[config.mk]
export PLATFORM = sky130hd
export DESIGN_NAME = gain_trim_bracket_search
export DESIGN_NICKNAME = d
export VERILOG_FILES = /design/src/rtl/gtbs_pkg.sv /design/src/rtl/gtbs_cfg_regs.sv /design/src/rtl/gtbs_step.sv /design/src/rtl/gtbs_out_buf.sv /design/src/rtl/gain_trim_bracket_search.sv
export SDC_FILE = /design/constraint.sdc
export NUM_CORES = 1
export LEC_CHECK = 0
export BUFFER_PORTS_ARGS = -buffer_cell sky130_fd_sc_hd__buf_4
export CORE_UTILIZATION = 57
export CTS_BUF_LIST = sky130_fd_sc_hd__clkbuf_16
export CTS_CLUSTER_DIAMETER = 80
export DETAILED_ROUTE_END_ITERATION = 10
export GPL_ROUTABILITY_DRIVEN = 1
export GPL_TIMING_DRIVEN = 0
export PLACE_DENSITY = 0.78
export SYNTH_ARGS = -nofsm -noshare
export SYNTH_HDL_FRONTEND = slang
export SYNTH_SLANG_ARGS = --single-unit
[constraint.sdc]
create_clock -name clk -period 4.6 [get_ports clk]
set_clock_uncertainty 0.2 [all_clocks]
set_input_delay 0.46 -clock clk [delete_from_list [all_inputs] [get_ports clk]]
set_output_delay 0.46 -clock clk [all_outputs]
set_load 0.1 [all_outputs]
[src/rtl/gtbs_pkg.sv]
`timescale 1ns / 1ps
// ----------------------------------------------------------------------------
// gtbs_pkg: shared types and codes of the gain trim bracket search
// Register indexes, item op codes, end cause codes and the bundles that
// travel between the step logic, the register file and the top level.
// ----------------------------------------------------------------------------
package gtbs_pkg;

    localparam int GainW   = 8;
    localparam int LevelW  = 16;
    localparam int CauseW  = 4;
    localparam int CfgIdxW = 2;
    localparam int CfgW    = 16;

    // configuration register indexes
    localparam logic [CfgIdxW-1:0] REG_REF_LEVEL  = 2'd0;
    localparam logic [CfgIdxW-1:0] REG_STEP_SIZE  = 2'd1;
    localparam logic [CfgIdxW-1:0] REG_GAIN_UPPER = 2'd2;
    localparam logic [CfgIdxW-1:0] REG_GAIN_LOWER = 2'd3;

    // register reset values
    localparam logic [LevelW-1:0] REF_LEVEL_RST  = 16'd32768;
    localparam logic [GainW-1:0]  STEP_SIZE_RST  = 8'd1;
    localparam logic [GainW-1:0]  GAIN_UPPER_RST = 8'd255;
    localparam logic [GainW-1:0]  GAIN_LOWER_RST = 8'd0;

    // item op codes
    localparam logic OP_START  = 1'b0;
    localparam logic OP_SAMPLE = 1'b1;

    // end cause codes
    localparam logic [CauseW-1:0] CAUSE_SEARCHING  = 4'd0;
    localparam logic [CauseW-1:0] CAUSE_EXACT      = 4'd1;
    localparam logic [CauseW-1:0] CAUSE_MAX_FIRST  = 4'd2;
    localparam logic [CauseW-1:0] CAUSE_CUR_BELOW  = 4'd3;
    localparam logic [CauseW-1:0] CAUSE_PREV_BELOW = 4'd4;
    localparam logic [CauseW-1:0] CAUSE_MAX        = 4'd5;
    localparam logic [CauseW-1:0] CAUSE_MIN_FIRST  = 4'd6;
    localparam logic [CauseW-1:0] CAUSE_CUR_ABOVE  = 4'd7;
    localparam logic [CauseW-1:0] CAUSE_PREV_ABOVE = 4'd8;
    localparam logic [CauseW-1:0] CAUSE_MIN        = 4'd9;

    typedef struct packed {
        logic [LevelW-1:0] ref_level;
        logic [GainW-1:0]  step_size;
        logic [GainW-1:0]  gain_upper;
        logic [GainW-1:0]  gain_lower;
    } cfg_t;

    typedef struct packed {
        logic [GainW-1:0]  current_gain;
        logic              has_previous;
        logic [GainW-1:0]  previous_gain;
        logic [LevelW-1:0] previous_reading;
        logic [CauseW-1:0] finish_code;
    } search_t;

    typedef struct packed {
        logic [GainW-1:0]  gain_out;
        logic              done_res;
        logic [CauseW-1:0] end_cause;
    } result_t;

endpackage

[src/rtl/gtbs_cfg_regs.sv]
`timescale 1ns / 1ps
// ----------------------------------------------------------------------------
// gtbs_cfg_regs: configuration register file
// Four write-only registers loaded through a plain write port.
// ----------------------------------------------------------------------------
module gtbs_cfg_regs
    import gtbs_pkg::*;
(
    input  logic               clk,
    input  logic               rst_n,
    input  logic               cfg_we,
    input  logic [CfgIdxW-1:0] cfg_index,
    input  logic [CfgW-1:0]    cfg_wdata,
    output cfg_t               cfg
);

    cfg_t cfg_reg;

    always_ff @(posedge clk or negedge rst_n)
    begin
        if (!rst_n)
        begin
            cfg_reg.ref_level  <= REF_LEVEL_RST;
            cfg_reg.step_size  <= STEP_SIZE_RST;
            cfg_reg.gain_upper <= GAIN_UPPER_RST;
            cfg_reg.gain_lower <= GAIN_LOWER_RST;
        end
        else if (cfg_we)
        begin
            case (cfg_index)
                REG_REF_LEVEL:  cfg_reg.ref_level  <= cfg_wdata;
                REG_STEP_SIZE:  cfg_reg.step_size  <= cfg_wdata[GainW-1:0];
                REG_GAIN_UPPER: cfg_reg.gain_upper <= cfg_wdata[GainW-1:0];
                REG_GAIN_LOWER: cfg_reg.gain_lower <= cfg_wdata[GainW-1:0];
                default:        ;
            endcase
        end
    end

    assign cfg = cfg_reg;

endmodule

[src/rtl/gtbs_step.sv]
`timescale 1ns / 1ps
// ----------------------------------------------------------------------------
// gtbs_step: one search step
// From the current search state and one item, form the next state and the
// result item. Pure combinational logic.
// ----------------------------------------------------------------------------
module gtbs_step
    import gtbs_pkg::*;
(
    input  cfg_t              cfg,
    input  search_t           cur,
    input  logic              op,
    input  logic [GainW-1:0]  start_gain,
    input  logic [LevelW-1:0] ad_sample,
    output search_t           nxt,
    output result_t           res
);

    logic [GainW:0]    up_sum;
    logic [GainW-1:0]  up_gain;
    logic [GainW-1:0]  dn_diff;
    logic [GainW-1:0]  dn_gain;
    logic [LevelW-1:0] below_gap;
    logic [LevelW-1:0] prev_above_gap;
    logic [LevelW-1:0] above_gap;
    logic [LevelW-1:0] prev_below_gap;
    logic              first;

    // clamped step up and step down
    always_comb
    begin
        up_sum  = {1'b0, cur.current_gain} + {1'b0, cfg.step_size};
        up_gain = (up_sum > {1'b0, cfg.gain_upper}) ? cfg.gain_upper : up_sum[GainW-1:0];
        dn_diff = cur.current_gain - cfg.step_size;
        dn_gain = ((cur.current_gain < cfg.step_size) || (dn_diff < cfg.gain_lower))
                  ? cfg.gain_lower : dn_diff;
    end

    // distances to the reference on both sides
    always_comb
    begin
        below_gap      = cfg.ref_level - ad_sample;
        prev_above_gap = cur.previous_reading - cfg.ref_level;
        above_gap      = ad_sample - cfg.ref_level;
        prev_below_gap = cfg.ref_level - cur.previous_reading;
    end

    always_comb
    begin
        nxt   = cur;
        first = !cur.has_previous;
        if (op == OP_START)
        begin
            nxt.current_gain     = start_gain;
            nxt.has_previous     = 1'b0;
            nxt.previous_gain    = '0;
            nxt.previous_reading = '0;
            nxt.finish_code      = CAUSE_SEARCHING;
        end
        else if (cur.finish_code == CAUSE_SEARCHING)
        begin
            nxt.has_previous = 1'b1;
            if (ad_sample == cfg.ref_level)
            begin
                nxt.finish_code = CAUSE_EXACT;
            end
            else if (ad_sample < cfg.ref_level)
            begin
                if (!first && (cur.previous_reading >= cfg.ref_level))
                begin
                    if (below_gap < prev_above_gap)
                    begin
                        nxt.finish_code = CAUSE_CUR_BELOW;
                    end
                    else
                    begin
                        nxt.current_gain = cur.previous_gain;
                        nxt.finish_code  = CAUSE_PREV_BELOW;
                    end
                end
                else if (cur.current_gain >= cfg.gain_upper)
                begin
                    nxt.finish_code = first ? CAUSE_MAX_FIRST : CAUSE_MAX;
                end
                else
                begin
                    nxt.previous_gain    = cur.current_gain;
                    nxt.previous_reading = ad_sample;
                    nxt.current_gain     = up_gain;
                end
            end
            else
            begin
                if (!first && (cur.previous_reading <= cfg.ref_level))
                begin
                    if (above_gap <= prev_below_gap)
                    begin
                        nxt.finish_code = CAUSE_CUR_ABOVE;
                    end
                    else
                    begin
                        nxt.current_gain = cur.previous_gain;
                        nxt.finish_code  = CAUSE_PREV_ABOVE;
                    end
                end
                else if (cur.current_gain <= cfg.gain_lower)
                begin
                    nxt.finish_code = first ? CAUSE_MIN_FIRST : CAUSE_MIN;
                end
                else
                begin
                    nxt.previous_gain    = cur.current_gain;
                    nxt.previous_reading = ad_sample;
                    nxt.current_gain     = dn_gain;
                end
            end
        end
    end

    always_comb
    begin
        res.gain_out  = nxt.current_gain;
        res.done_res  = (nxt.finish_code != CAUSE_SEARCHING);
        res.end_cause = nxt.finish_code;
    end

endmodule

[src/rtl/gtbs_out_buf.sv]
`timescale 1ns / 1ps
// ----------------------------------------------------------------------------
// gtbs_out_buf: result register with skid stage
// Hold the result item for the consumer; park one more in the skid stage
// while the output is stalled.
// ----------------------------------------------------------------------------
module gtbs_out_buf
    import gtbs_pkg::*;
(
    input  logic    clk,
    input  logic    rst_n,
    input  logic    push,
    input  result_t push_data,
    output logic    full,
    output logic    out_valid,
    input  logic    out_stall,
    output result_t out_data
);

    logic    out_valid_reg;
    logic    skid_valid_reg;
    result_t out_data_reg;
    result_t skid_data_reg;
    logic    out_free;

    assign out_free = !out_valid_reg || !out_stall;

    always_ff @(posedge clk or negedge rst_n)
    begin
        if (!rst_n)
        begin
            out_valid_reg  <= 1'b0;
            skid_valid_reg <= 1'b0;
        end
        else if (out_free)
        begin
            out_valid_reg  <= skid_valid_reg || push;
            skid_valid_reg <= 1'b0;
        end
        else if (push)
        begin
            skid_valid_reg <= 1'b1;
        end
    end

    always_ff @(posedge clk)
    begin
        if (out_free)
        begin
            out_data_reg <= skid_valid_reg ? skid_data_reg : push_data;
        end
        else if (push)
        begin
            skid_data_reg <= push_data;
        end
    end

    assign full      = skid_valid_reg;
    assign out_valid = out_valid_reg;
    assign out_data  = out_data_reg;

endmodule

[src/rtl/gain_trim_bracket_search.sv]
`timescale 1ns / 1ps
// Output: the result item of an accepted item is registered before it reaches the outputs.
// Throughput: one item per cycle while in_stall is low; the search state updates at the accept edge.
// The result register plus a one-entry skid stage absorb a single output stall
// before in_stall rises.
// Reset: asynchronous, active low; search state clears, registers take defaults.
// ----------------------------------------------------------------------------
// gain_trim_bracket_search: gain trim calibration by stepwise bracket search
// A start item loads the gain; each sample item of a running search steps
// the gain toward the reference or ends the search on a crossing, exact match or limit.
// ----------------------------------------------------------------------------
module gain_trim_bracket_search
    import gtbs_pkg::*;
(
    input  logic               clk,
    input  logic               rst_n,
    // configuration write port
    input  logic               cfg_we,
    input  logic [CfgIdxW-1:0] cfg_index,
    input  logic [CfgW-1:0]    cfg_wdata,
    // input item channel
    input  logic               in_valid,
    output logic               in_stall,
    input  logic               op,
    input  logic [GainW-1:0]   start_gain,
    input  logic [LevelW-1:0]  ad_sample,
    // result item channel
    output logic               out_valid,
    input  logic               out_stall,
    output logic [GainW-1:0]   gain_out,
    output logic               done_res,
    output logic [CauseW-1:0]  end_cause
);

    cfg_t    cfg;
    search_t search_reg;
    search_t search_next;
    result_t step_res;
    result_t out_data;
    logic    buf_full;
    logic    in_accept;

    // Stall only once the skid stage is occupied; a single pending result
    // never blocks the input side.
    assign in_stall  = buf_full;
    assign in_accept = in_valid && !buf_full;

    gtbs_cfg_regs u_cfg_regs (
        .clk       (clk),
        .rst_n     (rst_n),
        .cfg_we    (cfg_we),
        .cfg_index (cfg_index),
        .cfg_wdata (cfg_wdata),
        .cfg       (cfg)
    );

    // Next search state and result for the item at the ports.
    gtbs_step u_step (
        .cfg        (cfg),
        .cur        (search_reg),
        .op         (op),
        .start_gain (start_gain),
        .ad_sample  (ad_sample),
        .nxt        (search_next),
        .res        (step_res)
    );

    // Advance the search state only on an accepted item, so the next item
    // in the following cycle already sees the updated gain and history.
    always_ff @(posedge clk or negedge rst_n)
    begin
        if (!rst_n)
        begin
            search_reg <= '0;
        end
        else if (in_accept)
        begin
            search_reg <= search_next;
        end
    end

    gtbs_out_buf u_out_buf (
        .clk       (clk),
        .rst_n     (rst_n),
        .push      (in_accept),
        .push_data (step_res),
        .full      (buf_full),
        .out_valid (out_valid),
        .out_stall (out_stall),
        .out_data  (out_data)
    );

    assign gain_out  = out_data.gain_out;
    assign done_res  = out_data.done_res;
    assign end_cause = out_data.end_cause;

endmodule
==> flow_summary.yaml <==
finish:
  area_delta_synth_final_pct: 24.9
  final_cells: 1527
  nets: 1491
  fill_cells: 1222
  largest_reg_flops: 40
  mostFrequentLayoutCells: "ha_1, buf_4, inv_1"
  layout-drive-gt1-share: 0.296
  multi_input_area_mm2: 0.00752
  seq_area_mm2: 0.00277
  final_common_cell: "ha_1"
  final_area_mm2: 0.0128
  final_core_util: 0.734
  diodes: 0
synthesis:
  netlist_top_cells_area: "ha_1, dfrtp_1, edfxtp_1, inv_1, mux2_2"
  synthCells: 1149
  synth_top_area_cell: "ha_1"
  synth_cell_types: 81
  yosysSeqAreaShare: 0.271
  syn-cell-area_mm2: 0.0102
  synth_ff_type: "dfrtp_1"
  async_flop_share: 0.752
  syn_area_per_cell_um2: 8.91
  synth_top_area_frac: 0.171
  synth_warnings: 0
  synth_edf_count: 26
  ys_ff_latch: 105
  syn_nets: 1343
worst_setup_path:
  crit_type: "register to register"
  cp.required_ns: 4.52
  cp_max_fo: 4
  worstPathCellList: "inv_4, ha_4, nor2b_1, o21ai_2, a21oi_2, o21ai_2, a21oi_2, o2111ai_1, a41oi_2, buf_4, buf_4, xnor2_1, ha_1, nand3_4, nor3_4, a221oi_4, a31oi_4, and2b_2, a32o_1, a221o_1, o32ai_4, o21ai_1"
  setup.worst_path.start_class: "register"
  cp.arrival_ns: 5.20
  max_stage_delay_ns: 0.46
  critPathTopFamily: "compound AO/OA/AOI/OAI gates"
  endpoint_kind: "register"
  critPathSlowestCell: "dfrtp_2"
  cp_num_buf_inv: 3
job:
  max_cap_viol_count: 0
sta:
  rsz0062_at_grt: "yes"
  max_freq_ghz: 0.189
  hold_viol: 0
  setup_viol: 62
  tns_ns: -33.24
  worstMarginPinSlew_ns: 1.39
  post-route-min-period_ns: 5.28
  setup_slack_ns: -0.683
  relSlewSlack: 0.0593
  timing.final.crit_share: 1.15
  maxSlewViolCount: 0
power:
  p_int_mw: 4.36
  swShare: 0.508
  clkPwrFrac: 0.092
  seqPwrFrac: 0.170
  p_comb_frac: 0.739
  powerDensity_mw_per_mm2: 693
  switchingPower_mw: 4.50
  worst_ir_drop_vdd_v: 0.000353
  leakage_nw: 5.68
placement:
  preCtsSetupSlack_ns: -1.30
  gp_routability_congestion: 0.938
  place_area_mm2: 0.0110
  port_buffers: 62
  dp_cells: 1436
  hpwl_um: 22000
route:
  wl_per_cell_um: 21.4
  routed_wl_um: 32700
  drcViolationCount: 0
  via_count: 9639
  antenna_left: 0
  viasPerCell: 6.31
  firstDrtPassIters: 5
  initialDrtViolationCount: 1029
floorplanning:
  die_w_um: 136
  fp.dieArea_mm2: 0.0185
  ios: 63
  floorplan.initialDensity: 0.588
  die_y_um: 136
  rows: 48
  fp.coreArea_mm2: 0.0174
clocking:
  cts-htree-levels: 3
  ctsHoldBuffers: 0
  tritoncts: "done"
  cts-root-buf: "clkbuf_16"
  cts_buffers: 9
  cts_sinks: 105
  cts_max_path_buffers: 2
  clk_pin_slew_ns: 0.09
  clk_latency_ns: 0.38
global_route:
  overflow: 0
  grt_max_degree: 80
  antenna_found_initial: 0
  track_usage: 0.336
  grt_pass1_vias: 8895
  grt_pass1_wl_um: 47200
worst_hold_path:
  min_path_type: "input pin to asynchronous set/reset pin"
status:
  violations: "negative setup slack"
  outcome: "finished, violations left"
power groups by stage:
stage          clock network [mW]  logic, mW  registers (mW)
6_report                    0.815       6.54            1.50
5_1_grt                     0.849       6.98            1.52
4_1_cts                     0.805       5.77            1.47
3_5_place_dp                    0       4.85            1.48
3_3_place_gp                    0       4.72            1.48
2_1_floorplan                   0       3.48            1.68
synthesized netlist by cell type (8+ instances only):
cell type	count
a211oi_1	8
a21o_1	26
a21oi_1	76
a22oi_1	10
a31oi_1	9
buf_2	9
clkbuf_1	24
dfrtp_1	69
dfstp_2	10
edfxtp_1	26
ha_1	140
inv_1	126
mux2_2	36
mux2i_1	11
nand2_1	102
nand2b_1	14
nand3_1	18
nand4_1	12
nor2_1	55
nor2b_1	23
nor3_1	10
o2111ai_1	10
o211ai_1	11
o21a_1	10
o21ai_0	70
o21bai_1	13
o221ai_1	13
o22ai_1	10
o2bb2ai_2	20
xnor2_1	40
xor2_1	22
area by class of cell:
cell class              count  area share
multi-input cells         871       0.588
flip-flops and latches    105       0.217
repair buffers            139      0.0897
inverters                 126      0.0372
plain buffers              45      0.0229
well taps                 225      0.0220
clock buffers               9      0.0176
clock inverters             7     0.00626
repair_timing:
action | 4_1_cts | 5_1_grt
buffers inserted | 53 | 24
cloned | 0 | 2
setup endpoints to repair | 62 | 62
pin swaps | 65 | 67
gates resized for setup | 123 | 72
cell families after synthesis:
family | after synthesis | share of synthesized area
simple gates | 274 | 0.133
xor+xnor | 62 | 0.0530
fa+ha+maj | 146 | 0.183
buf+inv | 173 | 0.0705
mux | 47 | 0.0503
flops | 105 | 0.271
compound gates | 342 | 0.239
per-layer routing:
| metal | global-route usage | part of all wire | up-vias |
|---|---|---|---|
| met1 | 0.458 | 0.42 | 4621 |
| met3 | 0.0623 | 0.083 | 114 |
| met5 | 0 | 0 | - |
| met2 | 0.519 | 0.46 | 489 |
| li1 | - | - | 4415 |
| met4 | 0.146 | 0.038 | 0 |
through the flow:
stage          power, mW  hold WS [ns]
5_1_grt             9.34         0.101
3_5_place_dp        6.33         0.316
6_report            8.86        0.0221
2_1_floorplan       5.16       -0.0356
4_1_cts             8.05        0.0869
3_3_place_gp        6.20         0.305
worst reg2reg max path, cell delays in order (launching register included):
cell and delay [ns]:
dfrtp_2 0.46, inv_4 0.10, ha_4 0.20, nor2b_1 0.15
o21ai_2 0.20, a21oi_2 0.11, o21ai_2 0.18, a21oi_2 0.08
o2111ai_1 0.24, a41oi_2 0.20, buf_4 0.19, buf_4 0.13
xnor2_1 0.25, ha_1 0.33, nand3_4 0.14, nor3_4 0.06
a221oi_4 0.31, a31oi_4 0.18, and2b_2 0.26, a32o_1 0.21
a221o_1 0.39, o32ai_4 0.34, o21ai_1 0.13
worst paths after layout:
kind	cells after the start	to	from	slack [ns]
worst max-delay path	22	u_out_buf.out_data[12]$_DFFE_PN_	u_cfg_regs.cfg[25]$_DFFE_PN0P_	-0.68
worst min-delay path	1	u_out_buf.full$_DFFE_PN0P_	rst_n	0.02
worst max register to register	22	u_out_buf.out_data[12]$_DFFE_PN_	u_cfg_regs.cfg[25]$_DFFE_PN0P_	-0.68
worst min register to register	1	u_out_buf.out_data[4]$_DFFE_PN_	u_out_buf.skid_data_reg[4]$_DFFE_PP_	0.34
max in group asynchronous	1	search_reg[5]$_DFFE_PN0P_	rst_n	3.42
min in group clk	3	u_cfg_regs.cfg[38]$_DFFE_PN0P_	cfg_wdata[14]	0.09
(Power assumes the default switching activity.)
